### src/design/svsa_pkg.sv
// Shared types and constants for the voice slot allocator.
package svsa_pkg;

    localparam int NUM_SLOTS_DEF = 16;

    localparam int ACTION_W = 2;
    localparam int NOTE_W   = 8;
    localparam int OCT_W    = 8;
    localparam int VEL_W    = 7;
    localparam int ENTRY_W  = NOTE_W + OCT_W + VEL_W;
    localparam int STATUS_W = 3;
    localparam int SLOT_W   = 4;
    localparam int MASK_W   = 16;

    localparam logic [ACTION_W-1:0] ACT_NOTE_OFF = 2'd0;
    localparam logic [ACTION_W-1:0] ACT_NOTE_ON  = 2'd1;

    typedef enum logic [STATUS_W-1:0] {
        ST_ALLOCATED = 3'd0,
        ST_FREED     = 3'd1,
        ST_IGNORED   = 3'd2,
        ST_FULL      = 3'd3,
        ST_NOTFOUND  = 3'd4,
        ST_DISABLED  = 3'd5
    } t_status;

    typedef enum logic [1:0] {
        S_IDLE,
        S_SCAN,
        S_DONE
    } t_state;

    typedef struct packed {
        logic set;
        logic clr;
    } t_busy_op;

endpackage

### src/design/svsa_if.sv
// Handshake channels of the voice slot allocator: events, results, configuration.
interface svsa_evt_if;
    logic                          valid;
    logic                          ready;
    logic [svsa_pkg::ACTION_W-1:0] action;
    logic [svsa_pkg::NOTE_W-1:0]   note_name;
    logic [svsa_pkg::OCT_W-1:0]    octave;
    logic [svsa_pkg::VEL_W-1:0]    velocity;

    modport source (output valid, action, note_name, octave, velocity, input ready);
    modport sink   (input valid, action, note_name, octave, velocity, output ready);
endinterface

interface svsa_res_if;
    logic                          valid;
    logic                          ready;
    logic [svsa_pkg::STATUS_W-1:0] status;
    logic [svsa_pkg::SLOT_W-1:0]   slot;
    logic [svsa_pkg::MASK_W-1:0]   active_mask;

    modport source (output valid, status, slot, active_mask, input ready);
    modport sink   (input valid, status, slot, active_mask, output ready);
endinterface

interface svsa_cfg_if;
    logic valid;
    logic ready;
    logic enable;

    modport source (output valid, enable, input ready);
    modport sink   (input valid, enable, output ready);
endinterface

### src/design/svsa_ram.sv
// Generic single-write, single-read RAM with registered read data.
module svsa_ram #(
    parameter int WIDTH = 8,
    parameter int DEPTH = 16
) (
    input  logic                                   i_clk,
    input  logic                                   i_we,
    input  logic [(DEPTH > 1 ? $clog2(DEPTH) : 1)-1:0] i_waddr,
    input  logic [WIDTH-1:0]                       i_wdata,
    input  logic [(DEPTH > 1 ? $clog2(DEPTH) : 1)-1:0] i_raddr,
    output logic [WIDTH-1:0]                       o_rdata
);
    logic [WIDTH-1:0] r_mem [DEPTH];
    logic [WIDTH-1:0] r_rdata;

    always_ff @(posedge i_clk) begin
        if (i_we) begin
            r_mem[i_waddr] <= i_wdata;
        end
        r_rdata <= r_mem[i_raddr];
    end

    assign o_rdata = r_rdata;
endmodule

### src/design/svsa_busy_flags.sv
// Per-slot busy flags with lowest-free-slot search.
module svsa_busy_flags #(
    parameter int NUM_SLOTS = svsa_pkg::NUM_SLOTS_DEF
) (
    input  logic                                           i_clk,
    input  logic                                           i_rst_n,
    input  svsa_pkg::t_busy_op                             i_op,
    input  logic [(NUM_SLOTS > 1 ? $clog2(NUM_SLOTS) : 1)-1:0] i_idx,
    output logic [NUM_SLOTS-1:0]                           o_busy,
    output logic                                           o_any_free,
    output logic [(NUM_SLOTS > 1 ? $clog2(NUM_SLOTS) : 1)-1:0] o_free_idx
);
    localparam int IW = NUM_SLOTS > 1 ? $clog2(NUM_SLOTS) : 1;

    logic [NUM_SLOTS-1:0] r_busy;
    logic [NUM_SLOTS-1:0] n_busy;
    logic [NUM_SLOTS-1:0] w_first_free;
    logic [IW-1:0]        w_free_idx;

    always_comb begin
        n_busy = r_busy;
        if (i_op.set) begin
            n_busy[i_idx] = 1'b1;
        end
        if (i_op.clr) begin
            n_busy[i_idx] = 1'b0;
        end
    end

    always_ff @(posedge i_clk) begin
        if (!i_rst_n) begin
            r_busy <= '0;
        end else begin
            r_busy <= n_busy;
        end
    end

    // isolate lowest zero bit as a one-hot vector
    assign w_first_free = ~r_busy & (r_busy + NUM_SLOTS'(1));

    always_comb begin
        w_free_idx = '0;
        for (int i = 0; i < NUM_SLOTS; i++) begin
            if (w_first_free[i]) begin
                w_free_idx = w_free_idx | IW'(i);
            end
        end
    end

    assign o_busy     = r_busy;
    assign o_any_free = ~&r_busy;
    assign o_free_idx = w_free_idx;
endmodule

### src/design/synth_voice_slot_allocator_unit.sv
// Top level of the voice slot allocator: event sequencer, slot scan and result register.
//
//   channel  | dir | payload                              | item
//   ---------+-----+--------------------------------------+-------------------
//   i_evt    | in  | action, note_name, octave, velocity  | one MIDI event
//   o_res    | out | status, slot, active_mask            | one result/event
//   i_cfg    | in  | enable                               | one register write
//
// Note-on, ignored and disabled events go straight from S_IDLE to S_DONE, skipping the scan.
// Note-off reads one slot a cycle through the single RAM read port and stops at the first
// match; with no match it reads all NUM_SLOTS slots and reports not-found.
// One event is in work at a time; the next is taken at the edge after the result is loaded,
// even while that result waits on o_res.ready.
// Synchronous reset clears enable and all busy flags; slot contents are not cleared.
module synth_voice_slot_allocator_unit #(
    parameter int NUM_SLOTS = svsa_pkg::NUM_SLOTS_DEF
) (
    input  logic              i_clk,
    input  logic              i_rst_n,
    svsa_evt_if.sink          i_evt,
    svsa_res_if.source        o_res,
    svsa_cfg_if.sink          i_cfg
);
    localparam int IW = NUM_SLOTS > 1 ? $clog2(NUM_SLOTS) : 1;
    localparam int CW = $clog2(NUM_SLOTS + 1);
    localparam int XW = IW > svsa_pkg::SLOT_W ? IW : svsa_pkg::SLOT_W;
    localparam int MW = NUM_SLOTS > svsa_pkg::MASK_W ? NUM_SLOTS : svsa_pkg::MASK_W;

    svsa_pkg::t_state  r_state, n_state;
    svsa_pkg::t_status r_status, n_status;
    logic [IW-1:0]     r_slot, n_slot;

    logic                          r_enable;
    logic [svsa_pkg::ACTION_W-1:0] r_action;
    logic [svsa_pkg::NOTE_W-1:0]   r_note;
    logic [svsa_pkg::OCT_W-1:0]    r_oct;

    logic [CW-1:0] r_addr;
    logic          r_rd_vld;
    logic [IW-1:0] r_rd_idx;

    logic                          r_out_valid;
    logic [svsa_pkg::STATUS_W-1:0] r_out_status;
    logic [svsa_pkg::SLOT_W-1:0]   r_out_slot;
    logic [svsa_pkg::MASK_W-1:0]   r_out_mask;

    svsa_pkg::t_busy_op            w_busy_op;
    logic [IW-1:0]                 w_busy_idx;
    logic [NUM_SLOTS-1:0]          w_busy;
    logic                          w_any_free;
    logic [IW-1:0]                 w_free_idx;
    logic                          w_ram_we;
    logic [svsa_pkg::ENTRY_W-1:0]  w_rdata;
    logic                          w_issue;
    logic                          w_hit;
    logic                          w_last_miss;
    logic                          w_evt_acc;
    logic                          w_out_load;
    logic [XW-1:0]                 w_slot_ext;
    logic [MW-1:0]                 w_mask_ext;

    assign i_cfg.ready = 1'b1;
    assign i_evt.ready = (r_state == svsa_pkg::S_IDLE);
    assign w_evt_acc   = i_evt.valid && i_evt.ready;
    assign w_out_load  = (r_state == svsa_pkg::S_DONE) && (!r_out_valid || o_res.ready);

    svsa_busy_flags #(
        .NUM_SLOTS (NUM_SLOTS)
    ) u_busy (
        .i_clk      (i_clk),
        .i_rst_n    (i_rst_n),
        .i_op       (w_busy_op),
        .i_idx      (w_busy_idx),
        .o_busy     (w_busy),
        .o_any_free (w_any_free),
        .o_free_idx (w_free_idx)
    );

    svsa_ram #(
        .WIDTH (svsa_pkg::ENTRY_W),
        .DEPTH (NUM_SLOTS)
    ) u_slot_ram (
        .i_clk   (i_clk),
        .i_we    (w_ram_we),
        .i_waddr (w_free_idx),
        .i_wdata ({i_evt.note_name, i_evt.octave, i_evt.velocity}),
        .i_raddr (r_addr[IW-1:0]),
        .o_rdata (w_rdata)
    );

    // compare the entry read last cycle against the held note-off key
    assign w_hit = r_rd_vld && w_busy[r_rd_idx]
                   && (w_rdata[svsa_pkg::ENTRY_W-1 -: svsa_pkg::NOTE_W + svsa_pkg::OCT_W]
                       == {r_note, r_oct});
    assign w_last_miss = r_rd_vld && !w_hit && (r_rd_idx == IW'(NUM_SLOTS - 1));
    assign w_issue     = (r_state == svsa_pkg::S_SCAN) && (r_addr < CW'(NUM_SLOTS)) && !w_hit;

    // next state
    always_comb begin
        n_state = r_state;
        case (r_state)
            svsa_pkg::S_IDLE: begin
                if (w_evt_acc) begin
                    if (r_enable && i_evt.action == svsa_pkg::ACT_NOTE_OFF) begin
                        n_state = svsa_pkg::S_SCAN;
                    end else begin
                        n_state = svsa_pkg::S_DONE;
                    end
                end
            end
            svsa_pkg::S_SCAN: begin
                if (w_hit || w_last_miss) begin
                    n_state = svsa_pkg::S_DONE;
                end
            end
            svsa_pkg::S_DONE: begin
                if (w_out_load) begin
                    n_state = svsa_pkg::S_IDLE;
                end
            end
            default: n_state = svsa_pkg::S_IDLE;
        endcase
    end

    // outputs of the sequencer
    always_comb begin
        w_busy_op  = '0;
        w_busy_idx = w_free_idx;
        w_ram_we   = 1'b0;
        n_status   = r_status;
        n_slot     = r_slot;
        case (r_state)
            svsa_pkg::S_IDLE: begin
                if (w_evt_acc) begin
                    n_slot = '0;
                    if (!r_enable) begin
                        n_status = svsa_pkg::ST_DISABLED;
                    end else if (i_evt.action == svsa_pkg::ACT_NOTE_ON) begin
                        if (w_any_free) begin
                            w_busy_op.set = 1'b1;
                            w_ram_we      = 1'b1;
                            n_status      = svsa_pkg::ST_ALLOCATED;
                            n_slot        = w_free_idx;
                        end else begin
                            n_status = svsa_pkg::ST_FULL;
                        end
                    end else if (i_evt.action == svsa_pkg::ACT_NOTE_OFF) begin
                        n_status = svsa_pkg::ST_NOTFOUND;
                    end else begin
                        n_status = svsa_pkg::ST_IGNORED;
                    end
                end
            end
            svsa_pkg::S_SCAN: begin
                w_busy_idx = r_rd_idx;
                if (w_hit) begin
                    w_busy_op.clr = 1'b1;
                    n_status      = svsa_pkg::ST_FREED;
                    n_slot        = r_rd_idx;
                end
            end
            svsa_pkg::S_DONE: begin
                w_busy_idx = r_slot;
            end
            default: begin
                w_busy_idx = r_slot;
            end
        endcase
    end

    always_ff @(posedge i_clk) begin
        if (!i_rst_n) begin
            r_state     <= svsa_pkg::S_IDLE;
            r_enable    <= 1'b0;
            r_rd_vld    <= 1'b0;
            r_out_valid <= 1'b0;
        end else begin
            r_state  <= n_state;
            r_rd_vld <= w_issue;
            if (i_cfg.valid && i_cfg.ready) begin
                r_enable <= i_cfg.enable;
            end
            if (w_out_load) begin
                r_out_valid <= 1'b1;
            end else if (o_res.ready) begin
                r_out_valid <= 1'b0;
            end
        end
    end

    assign w_slot_ext = XW'(r_slot);
    assign w_mask_ext = MW'(w_busy);

    always_ff @(posedge i_clk) begin
        r_status <= n_status;
        r_slot   <= n_slot;
        r_rd_idx <= r_addr[IW-1:0];
        if (w_evt_acc) begin
            r_action <= i_evt.action;
            r_note   <= i_evt.note_name;
            r_oct    <= i_evt.octave;
            r_addr   <= '0;
        end else if (w_issue) begin
            r_addr <= r_addr + CW'(1);
        end
        if (w_out_load) begin
            r_out_status <= r_status;
            r_out_slot   <= w_slot_ext[svsa_pkg::SLOT_W-1:0];
            r_out_mask   <= w_mask_ext[svsa_pkg::MASK_W-1:0];
        end
    end

    assign o_res.valid       = r_out_valid;
    assign o_res.status      = r_out_status;
    assign o_res.slot        = r_out_slot;
    assign o_res.active_mask = r_out_mask;

    a_alloc_busy: assert property (@(posedge i_clk) disable iff (!i_rst_n)
        (r_state == svsa_pkg::S_DONE && r_status == svsa_pkg::ST_ALLOCATED) |-> w_busy[r_slot])
        else $error("allocated slot not marked busy");

    a_freed_clear: assert property (@(posedge i_clk) disable iff (!i_rst_n)
        (r_state == svsa_pkg::S_DONE && r_status == svsa_pkg::ST_FREED) |-> !w_busy[r_slot])
        else $error("freed slot still marked busy");

    a_scan_noteoff: assert property (@(posedge i_clk) disable iff (!i_rst_n)
        (r_state == svsa_pkg::S_SCAN) |-> (r_action == svsa_pkg::ACT_NOTE_OFF && r_enable))
        else $error("slot scan running for an event other than an enabled note-off");

    a_read_in_scan: assert property (@(posedge i_clk) disable iff (!i_rst_n)
        r_rd_vld |-> $past(r_state) == svsa_pkg::S_SCAN)
        else $error("slot read outside a scan");
endmodule

### src/flat_wrapper.sv
// flat-port wrapper written by rule: the top's interface ports become plain ports
module synth_voice_slot_allocator_unit_flat 
#(
    parameter int NUM_SLOTS = svsa_pkg::NUM_SLOTS_DEF
)
  (i_clk, i_rst_n, i_evt_valid, i_evt_action, i_evt_note_name, i_evt_octave, i_evt_velocity, i_evt_ready, o_res_valid, o_res_status, o_res_slot, o_res_active_mask, o_res_ready, i_cfg_valid, i_cfg_enable, i_cfg_ready);
  svsa_evt_if i_evt_i ();
  svsa_res_if o_res_i ();
  svsa_cfg_if i_cfg_i ();
  input  logic i_clk;
  input  logic i_rst_n;
  input wire logic [$bits(i_evt_i.valid)-1:0] i_evt_valid;
  input wire logic [$bits(i_evt_i.action)-1:0] i_evt_action;
  input wire logic [$bits(i_evt_i.note_name)-1:0] i_evt_note_name;
  input wire logic [$bits(i_evt_i.octave)-1:0] i_evt_octave;
  input wire logic [$bits(i_evt_i.velocity)-1:0] i_evt_velocity;
  output wire logic [$bits(i_evt_i.ready)-1:0] i_evt_ready;
  output wire logic [$bits(o_res_i.valid)-1:0] o_res_valid;
  output wire logic [$bits(o_res_i.status)-1:0] o_res_status;
  output wire logic [$bits(o_res_i.slot)-1:0] o_res_slot;
  output wire logic [$bits(o_res_i.active_mask)-1:0] o_res_active_mask;
  input wire logic [$bits(o_res_i.ready)-1:0] o_res_ready;
  input wire logic [$bits(i_cfg_i.valid)-1:0] i_cfg_valid;
  input wire logic [$bits(i_cfg_i.enable)-1:0] i_cfg_enable;
  output wire logic [$bits(i_cfg_i.ready)-1:0] i_cfg_ready;
  assign i_evt_i.valid = i_evt_valid;
  assign i_evt_i.action = i_evt_action;
  assign i_evt_i.note_name = i_evt_note_name;
  assign i_evt_i.octave = i_evt_octave;
  assign i_evt_i.velocity = i_evt_velocity;
  assign i_evt_ready = i_evt_i.ready;
  assign o_res_valid = o_res_i.valid;
  assign o_res_status = o_res_i.status;
  assign o_res_slot = o_res_i.slot;
  assign o_res_active_mask = o_res_i.active_mask;
  assign o_res_i.ready = o_res_ready;
  assign i_cfg_i.valid = i_cfg_valid;
  assign i_cfg_i.enable = i_cfg_enable;
  assign i_cfg_ready = i_cfg_i.ready;
  synth_voice_slot_allocator_unit #(.NUM_SLOTS(NUM_SLOTS)) u_core (.i_clk(i_clk), .i_rst_n(i_rst_n), .i_evt(i_evt_i), .o_res(o_res_i), .i_cfg(i_cfg_i));
endmodule
### config.mk
export PLATFORM = sky130hd
export DESIGN_NAME = synth_voice_slot_allocator_unit_flat
export DESIGN_NICKNAME = d
export VERILOG_FILES = /design/src/design/svsa_pkg.sv /design/src/design/svsa_if.sv /design/src/design/svsa_ram.sv /design/src/design/svsa_busy_flags.sv /design/src/design/synth_voice_slot_allocator_unit.sv /design/src/flat_wrapper.sv
export SDC_FILE = /design/constraint.sdc
export NUM_CORES = 1
export LEC_CHECK = 0
export ABC_AREA = 1
export ABC_CLOCK_PERIOD_IN_PS = 7500
export BUFFER_PORTS_ARGS = -buffer_cell sky130_fd_sc_hd__buf_2
export CAP_MARGIN = 20
export CORE_MARGIN = 2
export CORE_UTILIZATION = 44
export CTS_CLUSTER_DIAMETER = 120
export DETAILED_ROUTE_END_ITERATION = 12
export PLACE_DENSITY = 0.64
export SLEW_MARGIN = 10
export SYNTH_ARGS = -nofsm -noshare
export SYNTH_HDL_FRONTEND = slang
export SYNTH_SLANG_ARGS = --single-unit
### constraint.sdc
create_clock -name i_clk -period 7.5 [get_ports i_clk]
set_input_delay 1.125 -clock i_clk [delete_from_list [all_inputs] [get_ports i_clk]]
set_output_delay 1.125 -clock i_clk [all_outputs]
set_load 0.02 [all_outputs]
==> run summary, run 1 <==
cell area after layout -> 16,050 um^2
switching part of the total -> 0.2200
total global-route track usage -> 0.1858
Avg WL per Cell -> 18.71 um
DR iter-0 viols -> 767
Synth Register Bits -> 348
Rows -> 65
core box area -> 31,720 um^2
top cells by area, synth -> edfxtp_1 64%, dfxtp_1 6.5%, nor2_1 5.5%, nand2_1 3.6%, o21ai_0 2.8%
antenna violations before repair -> 0
critical path's top delay family -> simple AND/OR/NAND/NOR gates
syn_nets -> 1,215
Max Fclk -> 279.4 MHz
largest family of logic cells by synthesized area -> simple AND/OR/NAND/NOR gates
Tmin final -> 3.579 ns
Net Switching -> 0.8854 mW
ANT nets after route -> 0
final hold viol count -> 0
max cap viols -> 0
Root Buffer -> clkbuf_16
RSZ-0062 raised after global routing -> no
worst-path cell chain -> buf_2 -> inv_1 -> nor2_4 -> inv_2 -> nor2_4 -> nand3_1 -> nor2_2
Die X -> 183.9 um
CTS tree -> built
Final Max Slew Viols -> 0
Crit path top cell by count -> nor2_4
simple-gate share of the synthesized area -> 0.1524
share of the synthesized area in the top cell type -> 0.6366
leakage -> 5.501 nW
Routed WL -> 31,060 um
most frequent cells after synthesis -> 302 x edfxtp_1, 207 x nor2_1, 137 x nand2_1
pin count of the biggest net entering global routing -> 89
combinational share of power -> 0.051
GPL Wtd Cong -> 0.9078
slowest cell delay on critical path -> 0.95 ns
global route total overflow -> 0
Setup violations, final -> 0
Max FO, Critical Path -> 19
Ports -> 57
status -> finished, final reports clean
Worst Hold Slack -> 0.3722 ns
first-pass GRT wire length -> 48,240 um
CTS buffer count -> 37
Post-synth EDFFs -> 302
PortBufs -> 48
syn avg cell area -> 12.04 um^2
xor and xnor area share after synthesis -> 0.005534
Crit path buffers/inverters -> 3
clk slew on worst S/H paths -> 0.06 ns
skew final -> 0.02946 ns
placed cell area -> 14,870 um^2
Setup Buffers After CTS -> 0
clock latency on the worst-skew pair -> 0.53 ns
Seq pwr share -> 0.535
Hold Crit Class -> reg -> reg
most common cell in the synthesized netlist -> edfxtp_1
share of layout cells above drive strength 1 -> 0.1455
Warnings, synthesis -> 0
Primary FF master, synth -> edfxtp_1
Slew HR -> 0.2555
clock share of power -> 0.414
CTS resizes -> 0
Cell Int Power -> 3.140 mW
multi-input logic area -> 3752 um^2
Initial Utilization -> 0.4491
leading area contributor after synthesis -> edfxtp_1
mux share of post-synthesis cell area -> 0.01897
Synth Instances -> 1,183
clock buffer depth -> 3
fillers -> 2,762
cts hold-fix bufs -> 0
Initial DRT Pass Iterations -> 5
# H-tree levels -> 2
Least-Margin Pin Slew -> 1.116 ns
WP data required -> 7.64 ns
hpwl dp -> 18,820 um
DIE HEIGHT -> 183.9 um
vias in the first global route -> 8,587
Max rail drop VDD -> 0.1876 mV
die area -> 33,830 um^2
Worst Setup End Kind -> flip-flop
register area -> 9997 um^2
Synth Area in Compound Gates -> 0.08256
Yosys cell types -> 41
PwrDens -> 250.8 nW/um^2
Diodes inserted -> 0
register area share after synthesis -> 0.7013
crit path kind -> in -> reg
Synth Area in Adders -> 0.0008783
area delta synth->final -> 12.67%
DR DRC count -> 0
Nets -> 1,262
ys async rst share -> 0
CP arrival -> 3.72 ns
slowest CP cell -> nor2_2
clk sink count -> 348
Syn Std Cell Area -> 14,240 um^2
CP Launch Type -> primary input
Final TNS setup -> 0 ns
vias -> 9,048
fin crit share -> 0.4772
Vias/cell -> 5.451
==> metal layers <==
layer,part of all wire,GRT usage,vias up
li1,-,-,4321
met1,0.46,0.2565,4417
met2,0.47,0.3057,264
met3,0.056,0.03546,46
met4,0.018,0.04352,0
met5,0,0,-
==> cell type report <==
cell class	instances	share of cell area
repair buffers	61	0.02323
well taps	402	0.03134
inverters	86	0.02019
clock buffers	55	0.06322
multi-input cells	696	0.2338
clock inverters	12	0.005379
flip-flops and latches	348	0.6229
==> layout by cell type, fill, tap and decap left out, types with 33 or more instances in the layout <==
master and count:
dfxtp_1 44, nor2_1 191, nand2_1 137, edfxtp_1 302, clkbuf_16 38, inv_1 76, nor2_2 33, o32ai_1 37
o21ai_0 81, buf_2 49, nand3_1 75
==> path summary, 6_finish.rpt <==
path,from,to,slack (ns),depth (start not counted)
hold / removal,u_core.r_addr[3],u_core.r_rd_idx[3],0.37,0
setup / recovery,i_evt_valid,u_core.u_slot_ram.r_mem[13][10],3.92,7
setup reg to reg,u_core.r_state[1],u_core.u_slot_ram.r_mem[13][10],3.93,7
hold reg to reg,u_core.r_addr[3],u_core.r_rd_idx[3],0.37,0
==> logic make-up after synthesis <==
kind of cell	count (synthesis)
fa+ha+maj	1
other cells	1
buf+inv	139
flops	348
compound gates	176
mux	27
xor+xnor	9
simple gates	482
==> flip-flops by register name (all words and copies together), names as in the netlist <==
signal and count:
u_core.o_res.status 3, u_core.r_slot 4, u_core.r_state 2, u_core.o_res.slot 4, u_core.r_rd_vld 1, u_core.r_rd_idx 4
u_core.o_res.active_mask 16, u_core.r_note 8, u_core.u_busy.o_busy 16, u_core.r_addr 5, u_core.u_slot_ram.r_mem 256, u_core.r_status 3
u_core.o_res.valid 1, u_core.r_enable 1, u_core.r_oct 8, u_core.u_slot_ram.o_rdata 16
==> metrics by stage <==
step	power [mW]	cells	setup slack, ns	utilization
global placement	2.394	1585	3.361	0.4683
global route	4.159	1660	3.734	0.5060
detailed placement	2.398	1586	3.373	0.4688
CTS	4.054	1653	3.873	0.5035
floorplan	2.324	1183	4.354	-
finish	4.025	1660	3.921	0.5060
==> worst register-to-register path, stage by stage, from the launching register on <==
cell	delay [ns]
dfxtp_1	0.36
nor2_4	0.28
inv_2	0.13
nor2_4	0.55
inv_2	0.17
nor2_4	0.39
nand3_1	0.37
nor2_2	0.95
==> power groups by stage <==
stage / Combinational [mW] / Clock (mW) / Sequential, mW
after global routing: 0.228 / 1.78 / 2.16
after detailed placement: 0.204 / 0 / 2.19
after floorplan: 0.127 / 0 / 2.20
final: 0.206 / 1.67 / 2.15
after CTS: 0.205 / 1.70 / 2.15
after global placement: 0.201 / 0 / 2.19
(Power assumes the default switching activity.)
==> run 2, diff against run 1 <==
--- a/config.mk
+++ b/config.mk
@@ -6,7 +6,7 @@
 export NUM_CORES = 1
 export LEC_CHECK = 0
 export ABC_AREA = 1
-export ABC_CLOCK_PERIOD_IN_PS = 7500
+export ABC_CLOCK_PERIOD_IN_PS = 3400
 export BUFFER_PORTS_ARGS = -buffer_cell sky130_fd_sc_hd__buf_2
 export CAP_MARGIN = 20
 export CORE_MARGIN = 2
==> constraint.sdc (replaced) <==
create_clock -name i_clk -period 3.4 [get_ports i_clk]
set_input_delay 0.51 -clock i_clk [delete_from_list [all_inputs] [get_ports i_clk]]
set_output_delay 0.51 -clock i_clk [all_outputs]
set_load 0.02 [all_outputs]
==> run 2 against run 1 <==
Clock power rose by 130%. Sequential share of layout area fell by 0.96 points. Register-to-register slack worse by 3.3 ns. Sequential cell count stayed put. Worst hold slack worse by 0.19 ns. Sequential power is 120% higher. Cell count rose by 0.96%. Combinational power is 120% higher. Die area is the same. First-iteration DRC count increased by 15%. Via count is 1.4% higher. Global-route usage increased by 0.87 points. Critical endpoint is now u_core.u_slot_ram.r_mem[7][19]. Largest cell class unchanged.
==> run summary, run 2 (synthesized netlist as in run 1, its figures left out) <==
GPL Wtd Cong -> 0.8876
Max rail drop VDD -> 0.4932 mV
antenna violations before repair -> 1
Routed WL -> 32,600 um
hpwl dp -> 20,050 um
clk sink count -> 348
fin crit share -> 0.8253
share of layout cells above drive strength 1 -> 0.1633
core box area -> 31,720 um^2
first-pass GRT wire length -> 49,680 um
Worst Setup End Kind -> flip-flop
Power Total -> 9.124 mW
worst-path cell chain -> nand2_1 -> inv_1 -> nand3_2 -> nor2_4 -> nand2_1 -> nand3_1 -> nor2_4 -> nand3_1 -> nor2_2 -> buf_4
Initial DRT Pass Iterations -> 5
ANT nets after route -> 0
Max FO, Critical Path -> 15
Final TNS setup -> 0 ns
commonest non-fill, non-tap cell in the layout -> edfxtp_1
Worst Hold Slack -> 0.1777 ns
Hold Crit Class -> in -> reg
Rows -> 65
max reg flops -> 256
DR DRC count -> 0
Setup violations, final -> 0
pin count of the biggest net entering global routing -> 83
Final WS setup -> 0.5939 ns
clock latency on the worst-skew pair -> 0.53 ns
slowest CP cell -> nor2_2
PwrDens -> 559.7 nW/um^2
final hold viol count -> 0
status -> finished, final reports clean
WP data required -> 3.61 ns
clock buffer depth -> 3
clk slew on worst S/H paths -> 0.07 ns
cts hold-fix bufs -> 0
# H-tree levels -> 2
dpl cells -> 1,611
Diodes inserted -> 0
placed cell area -> 15,110 um^2
DR iter-0 viols -> 881
CTS resizes -> 0
register bank with the most flops -> u_core.u_slot_ram.r_mem
slowest cell delay on critical path -> 0.41 ns
vias in the first global route -> 8,788
Setup Buffers After CTS -> 0
DIE HEIGHT -> 183.9 um
Die X -> 183.9 um
crit path kind -> reg -> reg
fillers -> 2,718
area delta synth->final -> 14.43%
Final Max Slew Viols -> 0
skew final -> 0.01273 ns
RSZ-0062 raised after global routing -> no
non-filler instance count after layout -> 1,676
Root Buffer -> clkbuf_16
PortBufs -> 48
Tmin final -> 2.806 ns
die area -> 33,830 um^2
Slew HR -> 0.3617
leakage -> 5.649 nW
commonest non-fill, non-tap cells in the layout -> 302 x edfxtp_1, 191 x nor2_1, 137 x nand2_1
Layout Utilization -> 0.5139
Max Fclk -> 356.4 MHz
cell area after layout -> 16,300 um^2
CP Launch Type -> flip-flop
Least-Margin Pin Slew -> 0.9562 ns
CP arrival -> 3.02 ns
global route total overflow -> 0
CTS tree -> built
dpl ws -> 0.6281 ns
Initial Utilization -> 0.4491
Nets -> 1,280
Vias/cell -> 5.474
max cap viols -> 0
total global-route track usage -> 0.1945
Ports -> 57
vias -> 9,174
Avg WL per Cell -> 19.45 um
CTS buffer count -> 37
run 2: cell types whose count changed in the layout (fill, tap and decap cells not counted), sizes merged:
cell	delta
buf	+19
clkbuf	-4
bufinv	+2
clkinv	-2
clkinvlp	+2
inv	-1
run 2: final cells by class:
class | instances | area, um^2 | share of cell area
clock inverter | 13 | 145.1 | 0.008904
timing repair buffer | 79 | 535.5 | 0.03285
clock buffer | 52 | 1044 | 0.06402
inverter | 86 | 324.1 | 0.01988
multi-input combinational | 696 | 3752 | 0.2302
sequential | 348 | 9997 | 0.6133
tap | 402 | 503.0 | 0.03086
run 2: final timing paths:
| path | startpoint | end | slack, ns | cells after the start |
|---|---|---|---|---|
| setup reg to reg | u_core.u_busy.o_busy[4] | u_core.u_slot_ram.r_mem[7][19] | 0.59 | 10 |
| hold reg to reg | u_core.r_addr[3] | u_core.r_rd_idx[3] | 0.37 | 0 |
| hold / removal | i_cfg_valid | u_core.r_enable | 0.18 | 2 |
| setup / recovery | u_core.u_busy.o_busy[4] | u_core.u_slot_ram.r_mem[7][19] | 0.59 | 10 |
run 2: layer usage:
metal,up-vias,GRT usage,part of all wire
met2,308,0.3159,0.47
met4,2,0.07136,0.029
met3,63,0.03170,0.059
li1,4359,-,-
met5,-,0,0.00049
met1,4442,0.2650,0.44
run 2: power breakdown:
part           total [mW]  switching (mW)  internal [mW]
Sequential           4.75          0.0495           4.71
Combinational       0.454           0.314          0.139
Clock                3.92            1.61           2.31
run 2: worst max-delay path: cells and delay by family (launching register included):
family | cells | cell delay (ns)
flip-flops | 1 | 0.40
buffers and inverters | 2 | 0.43
AND/OR/NAND/NOR | 8 | 1.66
